`config.mk`:
```
export PLATFORM = sky130hd
export DESIGN_NAME = stopwatch_mux_display
export DESIGN_NICKNAME = d
export VERILOG_FILES = /design/src/design/swmd_pkg.sv /design/src/design/swmd_core.sv /design/src/design/swmd_cfg.sv /design/src/design/swmd_obuf.sv /design/src/design/stopwatch_mux_display.sv
export SDC_FILE = /design/constraint.sdc
export NUM_CORES = 1
export LEC_CHECK = 0
export BUFFER_PORTS_ARGS = -buffer_cell sky130_fd_sc_hd__buf_2
export CORE_MARGIN = 4
export CORE_UTILIZATION = 49
export CTS_CLUSTER_SIZE = 25
export DETAILED_ROUTE_END_ITERATION = 6
export PLACE_DENSITY = 0.75
export SYNTH_ARGS = -nofsm -noshare
export SYNTH_HDL_FRONTEND = slang
export SYNTH_SLANG_ARGS = --single-unit
```
`constraint.sdc`:
```
create_clock -name clk -period 3.3 [get_ports clk]
set_input_delay 0.495 -clock clk [delete_from_list [all_inputs] [get_ports clk]]
set_output_delay 0.495 -clock clk [all_outputs]
set_load 0.005 [all_outputs]
```
`src/design/swmd_pkg.sv`:
```
package swmd_pkg;

  localparam int NUM_DIGITS = 4;
  localparam int SEL_W      = $clog2(NUM_DIGITS);
  localparam int CNT_W      = 8;
  localparam int SEG_W      = 7;
  localparam int CFG_IDX_W  = 1;
  localparam int IN_DATA_W  = 8;
  localparam int OUT_DATA_W = 16;

  localparam logic [CNT_W-1:0] PRESCALE_LAST_RST = 8'd9;
  localparam logic [CNT_W-1:0] MUX_LAST_RST      = 8'd5;

  localparam logic [SEL_W-1:0] DP_DIGIT = 2'd2;

  typedef enum logic [CFG_IDX_W-1:0] {
    REG_PRESCALE_LAST = 1'b0,
    REG_MUX_LAST      = 1'b1
  } cfg_reg_t;

  typedef struct packed {
    logic [CNT_W-1:0] prescale_last;
    logic [CNT_W-1:0] mux_last;
  } cfg_t;

  typedef struct packed {
    logic             decimal_point;
    logic [SEG_W-1:0] segments;
    logic [SEL_W-1:0] digit_select;
  } result_t;

  function automatic logic [SEG_W-1:0] seg_decode(input logic [3:0] value);
    logic [SEG_W-1:0] seg;
    case (value)
      4'd0:    seg = 7'h3F;
      4'd1:    seg = 7'h06;
      4'd2:    seg = 7'h5B;
      4'd3:    seg = 7'h4F;
      4'd4:    seg = 7'h66;
      4'd5:    seg = 7'h6D;
      4'd6:    seg = 7'h7C;
      4'd7:    seg = 7'h07;
      4'd8:    seg = 7'h7F;
      4'd9:    seg = 7'h67;
      default: seg = 7'h00;
    endcase
    return seg;
  endfunction

endpackage

```
`src/design/swmd_core.sv`:
```
module swmd_core (
  input  logic              clk,
  input  logic              rst_n,
  input  logic              tick,
  input  logic              start_stop_press,
  input  logic              clear_level,
  input  swmd_pkg::cfg_t    cfg,
  output swmd_pkg::result_t result
);

  logic                        running_r, running_nxt;
  logic [swmd_pkg::CNT_W-1:0]  prescale_count_r, prescale_count_nxt;
  logic [swmd_pkg::CNT_W-1:0]  mux_count_r, mux_count_nxt;
  logic [swmd_pkg::SEL_W-1:0]  digit_index_r, digit_index_nxt;
  logic [3:0]                  hundredths_r, hundredths_nxt;
  logic [3:0]                  tenths_r, tenths_nxt;
  logic [3:0]                  seconds_units_r, seconds_units_nxt;
  logic [2:0]                  seconds_tens_r, seconds_tens_nxt;
  logic [3:0]                  sel_value;

  always_comb begin
    running_nxt        = running_r ^ start_stop_press;
    prescale_count_nxt = prescale_count_r;
    hundredths_nxt     = hundredths_r;
    tenths_nxt         = tenths_r;
    seconds_units_nxt  = seconds_units_r;
    seconds_tens_nxt   = seconds_tens_r;

    if (mux_count_r >= cfg.mux_last) begin
      mux_count_nxt = '0;
      if (digit_index_r == swmd_pkg::SEL_W'(swmd_pkg::NUM_DIGITS - 1)) begin
        digit_index_nxt = '0;
      end else begin
        digit_index_nxt = digit_index_r + 1'b1;
      end
    end else begin
      mux_count_nxt   = mux_count_r + 1'b1;
      digit_index_nxt = digit_index_r;
    end

    if (running_nxt) begin
      if (prescale_count_r >= cfg.prescale_last) begin
        prescale_count_nxt = '0;
        if (hundredths_r != 4'd9) begin
          hundredths_nxt = hundredths_r + 1'b1;
        end else begin
          hundredths_nxt = '0;
          if (tenths_r != 4'd9) begin
            tenths_nxt = tenths_r + 1'b1;
          end else begin
            tenths_nxt = '0;
            if (seconds_units_r != 4'd9) begin
              seconds_units_nxt = seconds_units_r + 1'b1;
            end else begin
              seconds_units_nxt = '0;
              seconds_tens_nxt  = (seconds_tens_r >= 3'd5) ? 3'd0 : seconds_tens_r + 1'b1;
            end
          end
        end
      end else begin
        prescale_count_nxt = prescale_count_r + 1'b1;
      end
    end else if (clear_level) begin
      hundredths_nxt    = '0;
      tenths_nxt        = '0;
      seconds_units_nxt = '0;
      seconds_tens_nxt  = '0;
    end
  end

  always_comb begin
    case (digit_index_nxt)
      2'd0:    sel_value = hundredths_r;
      2'd1:    sel_value = tenths_r;
      2'd2:    sel_value = seconds_units_r;
      default: sel_value = {1'b0, seconds_tens_r};
    endcase
    result.digit_select  = digit_index_nxt;
    result.segments      = swmd_pkg::seg_decode(sel_value);
    result.decimal_point = (digit_index_nxt == swmd_pkg::DP_DIGIT);
  end

  always_ff @(posedge clk) begin
    if (!rst_n) begin
      running_r        <= 1'b0;
      prescale_count_r <= '0;
      mux_count_r      <= '0;
      digit_index_r    <= '0;
      hundredths_r     <= '0;
      tenths_r         <= '0;
      seconds_units_r  <= '0;
      seconds_tens_r   <= '0;
    end else if (tick) begin
      running_r        <= running_nxt;
      prescale_count_r <= prescale_count_nxt;
      mux_count_r      <= mux_count_nxt;
      digit_index_r    <= digit_index_nxt;
      hundredths_r     <= hundredths_nxt;
      tenths_r         <= tenths_nxt;
      seconds_units_r  <= seconds_units_nxt;
      seconds_tens_r   <= seconds_tens_nxt;
    end
  end

endmodule

```
`src/design/swmd_cfg.sv`:
```
module swmd_cfg (
  input  logic                          clk,
  input  logic                          rst_n,
  input  logic                          wr_en,
  input  logic [swmd_pkg::CFG_IDX_W-1:0] wr_index,
  input  logic [swmd_pkg::CNT_W-1:0]    wr_data,
  output swmd_pkg::cfg_t                cfg
);

  swmd_pkg::cfg_t cfg_r, cfg_nxt;

  always_comb begin
    cfg_nxt = cfg_r;
    if (wr_en) begin
      unique case (swmd_pkg::cfg_reg_t'(wr_index))
        swmd_pkg::REG_PRESCALE_LAST: cfg_nxt.prescale_last = wr_data;
        swmd_pkg::REG_MUX_LAST:      cfg_nxt.mux_last      = wr_data;
        default:                     cfg_nxt = cfg_r;
      endcase
    end
  end

  always_ff @(posedge clk) begin
    if (!rst_n) begin
      cfg_r.prescale_last <= swmd_pkg::PRESCALE_LAST_RST;
      cfg_r.mux_last      <= swmd_pkg::MUX_LAST_RST;
    end else begin
      cfg_r <= cfg_nxt;
    end
  end

  assign cfg = cfg_r;

endmodule

```
`src/design/swmd_obuf.sv`:
```
module swmd_obuf (
  input  logic              clk,
  input  logic              rst_n,
  input  logic              push,
  input  swmd_pkg::result_t push_data,
  output logic              push_ready,
  output logic              out_valid,
  input  logic              out_ready,
  output swmd_pkg::result_t out_data
);

  logic              main_v_r, main_v_nxt;
  logic              skid_v_r, skid_v_nxt;
  swmd_pkg::result_t main_r, main_nxt;
  swmd_pkg::result_t skid_r, skid_nxt;

  always_comb begin
    main_v_nxt = main_v_r;
    skid_v_nxt = skid_v_r;
    main_nxt   = main_r;
    skid_nxt   = skid_r;
    if (!main_v_r || out_ready) begin
      if (skid_v_r) begin
        main_nxt   = skid_r;
        main_v_nxt = 1'b1;
        skid_v_nxt = 1'b0;
      end else begin
        main_nxt   = push_data;
        main_v_nxt = push;
      end
    end else if (push) begin
      skid_nxt   = push_data;
      skid_v_nxt = 1'b1;
    end
  end

  always_ff @(posedge clk) begin
    if (!rst_n) begin
      main_v_r <= 1'b0;
      skid_v_r <= 1'b0;
    end else begin
      main_v_r <= main_v_nxt;
      skid_v_r <= skid_v_nxt;
    end
    main_r <= main_nxt;
    skid_r <= skid_nxt;
  end

  assign push_ready = !skid_v_r;
  assign out_valid  = main_v_r;
  assign out_data   = main_r;

endmodule

```
`src/design/stopwatch_mux_display.sv`:
```
// Four-digit multiplexed seven-segment stopwatch, one word per millisecond tick.
// Input stream: one word per tick; tdata bit0 start/stop press (toggles run),
//   bit1 clear button level (zeroes the digits while stopped).
// Output stream: one word per input word; tdata carries the digit select,
//   its segment pattern (bit0 = a .. bit6 = g) and the decimal point (digit 2).
// Config channel: index 0 prescale_last (ticks per hundredth - 1, reset 9),
//   index 1 mux_last (ticks per digit - 1, reset 5); cfg_ready is always high,
//   write only while no word is in flight.
// Each accepted word's result is registered in the output register (or the skid
//   entry while stalled) before it shows on out_tvalid. Throughput: one word per
//   cycle while in_tready is high, set by the single counter-to-output state update.
// A two-entry output buffer (output register plus skid) lets in_tready stay
//   high while one result waits; in_tready drops only when both hold results
//   and recovers the cycle after the receiver takes one.
// Reset (rst_n low at a clock edge): stopped, all counters and digits zero,
//   output buffer empty, registers back to their reset values.
module stopwatch_mux_display (
  input  logic                            clk,
  input  logic                            rst_n,
  input  logic                            in_tvalid,
  output logic                            in_tready,
  input  logic [swmd_pkg::IN_DATA_W-1:0]  in_tdata,  // [0] start_stop_press, [1] clear_level
  output logic                            out_tvalid,
  input  logic                            out_tready,
  output logic [swmd_pkg::OUT_DATA_W-1:0] out_tdata, // [1:0] digit_select, [8:2] segments,
                                                     // [9] decimal_point
  input  logic                            cfg_valid,
  output logic                            cfg_ready,
  input  logic [swmd_pkg::CFG_IDX_W-1:0]  cfg_index,
  input  logic [swmd_pkg::CNT_W-1:0]      cfg_data
);

  logic              tick;
  swmd_pkg::cfg_t    cfg;
  swmd_pkg::result_t core_res;
  swmd_pkg::result_t out_res;

  assign cfg_ready = 1'b1;
  assign tick      = in_tvalid && in_tready;

  swmd_cfg u_cfg (
    .clk      (clk),
    .rst_n    (rst_n),
    .wr_en    (cfg_valid && cfg_ready),
    .wr_index (cfg_index),
    .wr_data  (cfg_data),
    .cfg      (cfg)
  );

  swmd_core u_core (
    .clk              (clk),
    .rst_n            (rst_n),
    .tick             (tick),
    .start_stop_press (in_tdata[0]),
    .clear_level      (in_tdata[1]),
    .cfg              (cfg),
    .result           (core_res)
  );

  swmd_obuf u_obuf (
    .clk        (clk),
    .rst_n      (rst_n),
    .push       (tick),
    .push_data  (core_res),
    .push_ready (in_tready),
    .out_valid  (out_tvalid),
    .out_ready  (out_tready),
    .out_data   (out_res)
  );

  assign out_tdata = {{(swmd_pkg::OUT_DATA_W - $bits(swmd_pkg::result_t)){1'b0}}, out_res};

endmodule

```
# Word-level counts from Yosys, hierarchy flattened
# Memory sizes are Yosys's and may differ from the RTL's.
# Cells that the tools add are included.
[classes]
add_sub_neg = 7
order_cmp = 3
n_eq_ne = 10
muxes = 27
bitwise_logic = 4
reduce_logical = 15
[ops]
columns = ["operator", "n"]
rows = [
  ["4-bit two-way mux", 13],
  ["3-bit two-way mux", 7],
  ["8-bit by 1-bit adder with 8-bit output (second input constant)", 2],
  ["8-bit >= comparator", 2],
  ["8-bit two-way mux", 2],
  ["4-bit by 1-bit adder with 4-bit output (second input constant)", 3],
  ["4-bit != test (second input constant)", 3],
  ["4-bit one-hot mux with 3 select lines", 1],
  ["10-bit two-way mux", 1],
  ["2-bit != test (second input constant)", 4],
  ["2-bit AND reduction", 4],
  ["6-bit AND reduction", 1],
  ["5-bit AND reduction", 1],
  ["2-bit == test (second input constant)", 2],
  ["2-bit two-way mux", 2],
  ["4-bit AND reduction", 1],
  ["3-bit by 1-bit adder with 3-bit output (second input constant)", 1],
  ["3-bit >= comparator (second input constant)", 1],
  ["1-bit inverter", 3],
  ["3-bit AND reduction", 1],
  ["2-bit by 1-bit adder with 2-bit output (second input constant)", 1],
  ["2-bit by 1-bit == test with 1-bit output (second input constant)", 1],
  ["1-bit zero test", 2],
  ["2-bit zero test", 1],
  ["other kinds (6)", 6],
]
[word_totals]
register_bits = 72
romBits = 112
inputBits = 22
output_inout_bits = 19
wordCells = 85
memories = 1
[memory_table]
columns = ["memory", "depth", "width", "rd", "rd_ports_with_merged_regs", "wr", "line", "source"]
rows = [
  ["(name not given)", 16, 7, 1, 0, 0, "swmd_pkg.sv:34", "case (value)"],
]

# Longest topological paths before layout
[depth]
depth_word = 7
depth_mapped = 15
mapped_depth_nobuf = 14

# Cells and area by module
# A second synthesis with hierarchy kept.
[unflattened]
cells_unflattened = 410
area_unflattened_um2 = 3965.1
[by_module_without_submodules]
columns = ["mod", "n_inst", "cells_per_inst", "area_per_inst_um2", "seq_area_each_um2"]
rows = [
  ["swmd_core", 1, 294, 2438.6, 680.7],
  ["swmd_obuf", 1, 40, 838.3, 640.6],
  ["swmd_cfg", 1, 66, 621.8, 320.3],
  ["stopwatch_mux_display", 1, 10, 66.3, 0.0],
]

# Worst setup path after synthesis
# OpenSTA, ideal clock, no wires.
[synth_path]
kind = "reg-to-reg"
start = "register u_core.mux_count_r[0] in the netlist's numbering"
end = "register u_obuf.main_r (netlist bit u_obuf.out_data[7]) (data pin)"
arrival_time_ps = 3122
required_ps = 3040
setup_slack_ps = -82
path_stages_with_launch = 16
path_buffers = 1
synth_period_minus_slack_ps = 3382
path_cell_list = "dfxtp_1 > inv_1 > ha_1 > nand2b_1 > a211o_1 > a2111oi_4 > nor4_2 > or2_1 > buf_6 > a32o_1 > inv_1 > ha_1 > inv_1 > mux2i_1 > o22ai_1 > mux2_2"
[synth_rtl]
columns = ["element", "line", "source"]
rows = [
  ["from (decl)", "swmd_core.sv:13", "logic [swmd_pkg::CNT_W-1:0] mux_count_r, mux_count_nxt;"],
  ["from (signal assigned)", "swmd_core.sv:96", "mux_count_r <= mux_count_nxt;"],
  ["to (signal assigned)", "swmd_obuf.sv:45", "main_r <= main_nxt;"],
  ["to (decl)", "swmd_obuf.sv:14", "swmd_pkg::result_t main_r, main_nxt;"],
]

==> impl_results.md <==
* Status: completed
* Drt first-iter violations at 150
* Core Rows at 32
* Starting Density at 0.504
* Top cells by count, synth: nand2_1 (55), dfxtp_1 (52), nor2_1 (48)
* Cell with the most instances after synthesis: nand2_1
* Clk pin slew, worst setup/hold paths at 0.08 ns
* Clock tree buffer depth at 2
* Worst-Skew Late Latency at 0.35 ns
* Post-synth top area share at 0.269
* Synth unique cells at 53
* # H-tree levels at 3
* CP Launch Type: flip-flop
* CP most frequent cell: inv_2
* Synth Warn # at 0
* Min cycle time layout at around 3.2 ns
* Max-slew violations at 0
* Total track usage at 0.170
* Die W at 96.9 microns
* DRT Wirelength at 7700 microns
* Initial antenna violation count at 0
* CP bufs+invs at 4
* Vias in the first global route at slightly below 3000
* Top FF cell, synth: dfxtp_1
* Seq. cell area at 0.00164 sq mm
* Root Driver: clkbuf_8
* Normalized max-slew margin at 0.470
* Synth top area cells: dfxtp_1 (27%), edfxtp_1 (16%), ha_1 (10%), nand2_1 (5.3%), nor2_1 (4.7%)
* Pwr dens at roughly 450 mW/mm^2
* DR pass1 iterations at 6
* Antenna viol nets, final at 0
* Ys async rst share at 0
* Final GP Congestion at ~0.80
* Port Buffers at 27
* Top Layer Used: met4
* Final Power at 2.05 mW
* LEAKAGE at 1.83 nW
* Die height at roughly 97 microns
* Met3 WL at 384 microns
* Drt drc at 0
* Clk sinks at 72
* HPWL after detailed placement at 5680 microns
* RSZ-0062 raised after global routing: true
* Final setup fails at 0
* FF+latch count, synth at just over 70
* Maximum clock rate at 0.313 GHz
* Mapped Area at 0.00387 sq mm
* Core area at 0.00769 sq mm
* Worst-path cell chain: inv_2, ha_4, nand2b_4, a211o_1, a2111oi_4, buf_6, nor4_4, or2_4, a32o_2, inv_2, ha_4, inv_2, mux2i_1, o22ai_2, mux2_4
* GRT overflow at 0
* Nets at 536
* Max FO, Critical Path at 7
* Worst-Margin Slew at between 0.7 and 0.8 ns
* FILL cells at 678
* Via-per-instance ratio at around 5.4
* Syn_area_per_cell at ~8.9 sq um
* Maximum vdd ir drop at between 150 and 200 uV
* Largest net degree at the start of global routing at 21
* Placed Instances at 571
* Final Hold Fails at 0
* ANT cells at 0
* CTS tree: done
* Top Ports at 41
* TritonCTS Buffers at 9
* Slowest cell delay on critical path at 0.34 ns
* Layout cells sized above 1 at 0.207
* Vias at 3154
* Area grow syn2layout at 17.1%
* Finished Layout Cells at 589
* Sequential share of the synthesized area at 0.424
* Critical path arrival at 3.31 ns
* Die area at ~0.0094 sq mm
* Cells after synthesis at 435
* Routed len/inst at 13.1 microns
* CP delay by family, top: compound AO/OA/AOI/OAI gates
* Required time of the critical path at ~3.4 ns
* Area occupied by multi-input gates at 0.00212 sq mm
* Critical path type: flip-flop to flip-flop
* Met2 Wirelength at 3530 microns
* WL met1 at 3680 microns
* Area leader, netlist: dfxtp_1
* Crit. End Element: flip-flop
* Slowest-stage cell, CP: dfxtp_2
* Worst Skew at 0.00949 ns
* HP Class: input port to flip-flop
* First-pass GRT wire length at approximately 13000 microns
* Final Cycle Share at 0.970
* Number of enable flip-flop cells after synthesis at 20
* MaxCap Viol Count at 0
[power breakdown]
| part | internal (mW) | leakage [nW] | total (mW) | switching, mW |
|---|---|---|---|---|
| Sequential | 0.957 | 0.607 | 0.979 | 0.0220 |
| Clock | 0.416 | 0.108 | 0.747 | 0.331 |
| Combinational | 0.146 | 1.12 | 0.320 | 0.175 |
| Total | 1.52 | 1.83 | 2.05 | 0.527 |
[final cells by class]
cell class	instances	area share
multi-input cells	319	0.468
flip-flops and latches	72	0.362
repair buffers	50	0.0687
clock buffers	12	0.0367
well taps	102	0.0281
inverters	30	0.0248
clock inverters	4	0.0113
[flip-flops by register name, summed over array words and instances, names as in the netlist, 2 cells and up]
name and cells:
u_core.tenths_r 4, u_core.mux_count_r 8, u_core.seconds_units_r 4, u_cfg.cfg 16
u_core.hundredths_r 4, u_core.digit_index_r 2, u_obuf.skid_r 10, u_core.prescale_count_r 8
u_obuf.out_data 10, u_core.seconds_tens_r 3
[metal layers]
metal | vias to the layer above | global-route usage
met2 | 61 | 0.272
met4 | 0 | 0.0734
met5 | - | 0
met1 | 1474 | 0.221
met3 | 11 | 0.0353
li1 | 1608 | -
[through the flow]
stage	instance area [sq um]	hold WS (ns)	utilization	worst slack (ns)	TNS, ns
detailed placement	4200	0.448	0.546	-0.145	-0.611
finish	4530	0.389	0.590	0.100	0
global route	4530	0.384	0.590	-0.0655	-0.179
floorplan	3890	0.436	-	0.0207	0
CTS	4430	0.374	0.577	0.0142	0
global placement	4200	0.447	0.546	-0.0154	-0.0154
[repair_timing]
action | CTS | global route
hold buffers | 0 | 0
pin swaps | 7 | 11
buffers inserted | 1 | 1
endpoints found under the setup margin | 10 | 12
resized for setup | 5 | 27
[worst paths after layout]
path / slack (ns) / endpoint / from / cells after the start
worst max-delay path: 0.10 / u_obuf.out_data[7]$_DFFE_PP_ / u_core.mux_count_r[0]$_SDFFE_PN0P_ / 15
worst min-delay path: 0.39 / u_cfg.cfg[0]$_SDFFE_PN1P_ / cfg_data[0] / 3
worst max register to register: 0.10 / u_obuf.out_data[7]$_DFFE_PP_ / u_core.mux_count_r[0]$_SDFFE_PN0P_ / 15
worst min register to register: 0.46 / u_cfg.cfg[7]$_SDFFE_PN0P_ / u_cfg.cfg[7]$_SDFFE_PN0P_ / 2
[placed cells by master (no fill, tap or decap), types with 6 or more instances in the layout]
master    synthesis  layout
nor3_1            8       8
edfxtp_1         20      20
o21ai_1           2       6
xor2_1           13      13
clkbuf_8          0      10
buf_2             1      27
o21ai_0          24      19
a21oi_1          31      30
nand3_1          16      16
nor2_1           48      45
ha_1             32      29
nand2_1          55      55
buf_4             7      22
conb_1            2       7
inv_1            29      25
dfxtp_1          52      51
[worst reg2reg max path: stages, from the launching register on]
cell	delay [ns]
dfxtp_2	0.34
inv_2	0.04
ha_4	0.22
nand2b_4	0.13
a211o_1	0.32
a2111oi_4	0.31
buf_6	0.18
nor4_4	0.07
or2_4	0.29
a32o_2	0.30
inv_2	0.08
ha_4	0.13
inv_2	0.03
mux2i_1	0.16
o22ai_2	0.11
mux2_4	0.27
[logic make-up after synthesis]
kind of cell | count (synthesis) | share of synthesized area
other | 2 | 0.00194
buffers and inverters | 49 | 0.0585
adder cells (fa/ha/maj) | 32 | 0.103
AND/OR/NAND/NOR | 160 | 0.190
XOR/XNOR | 17 | 0.0384
multiplexers | 10 | 0.0278
flip-flops | 72 | 0.424
AO/OA/AOI/OAI | 93 | 0.157
No activity file was read; power rests on OpenSTA's default activity.
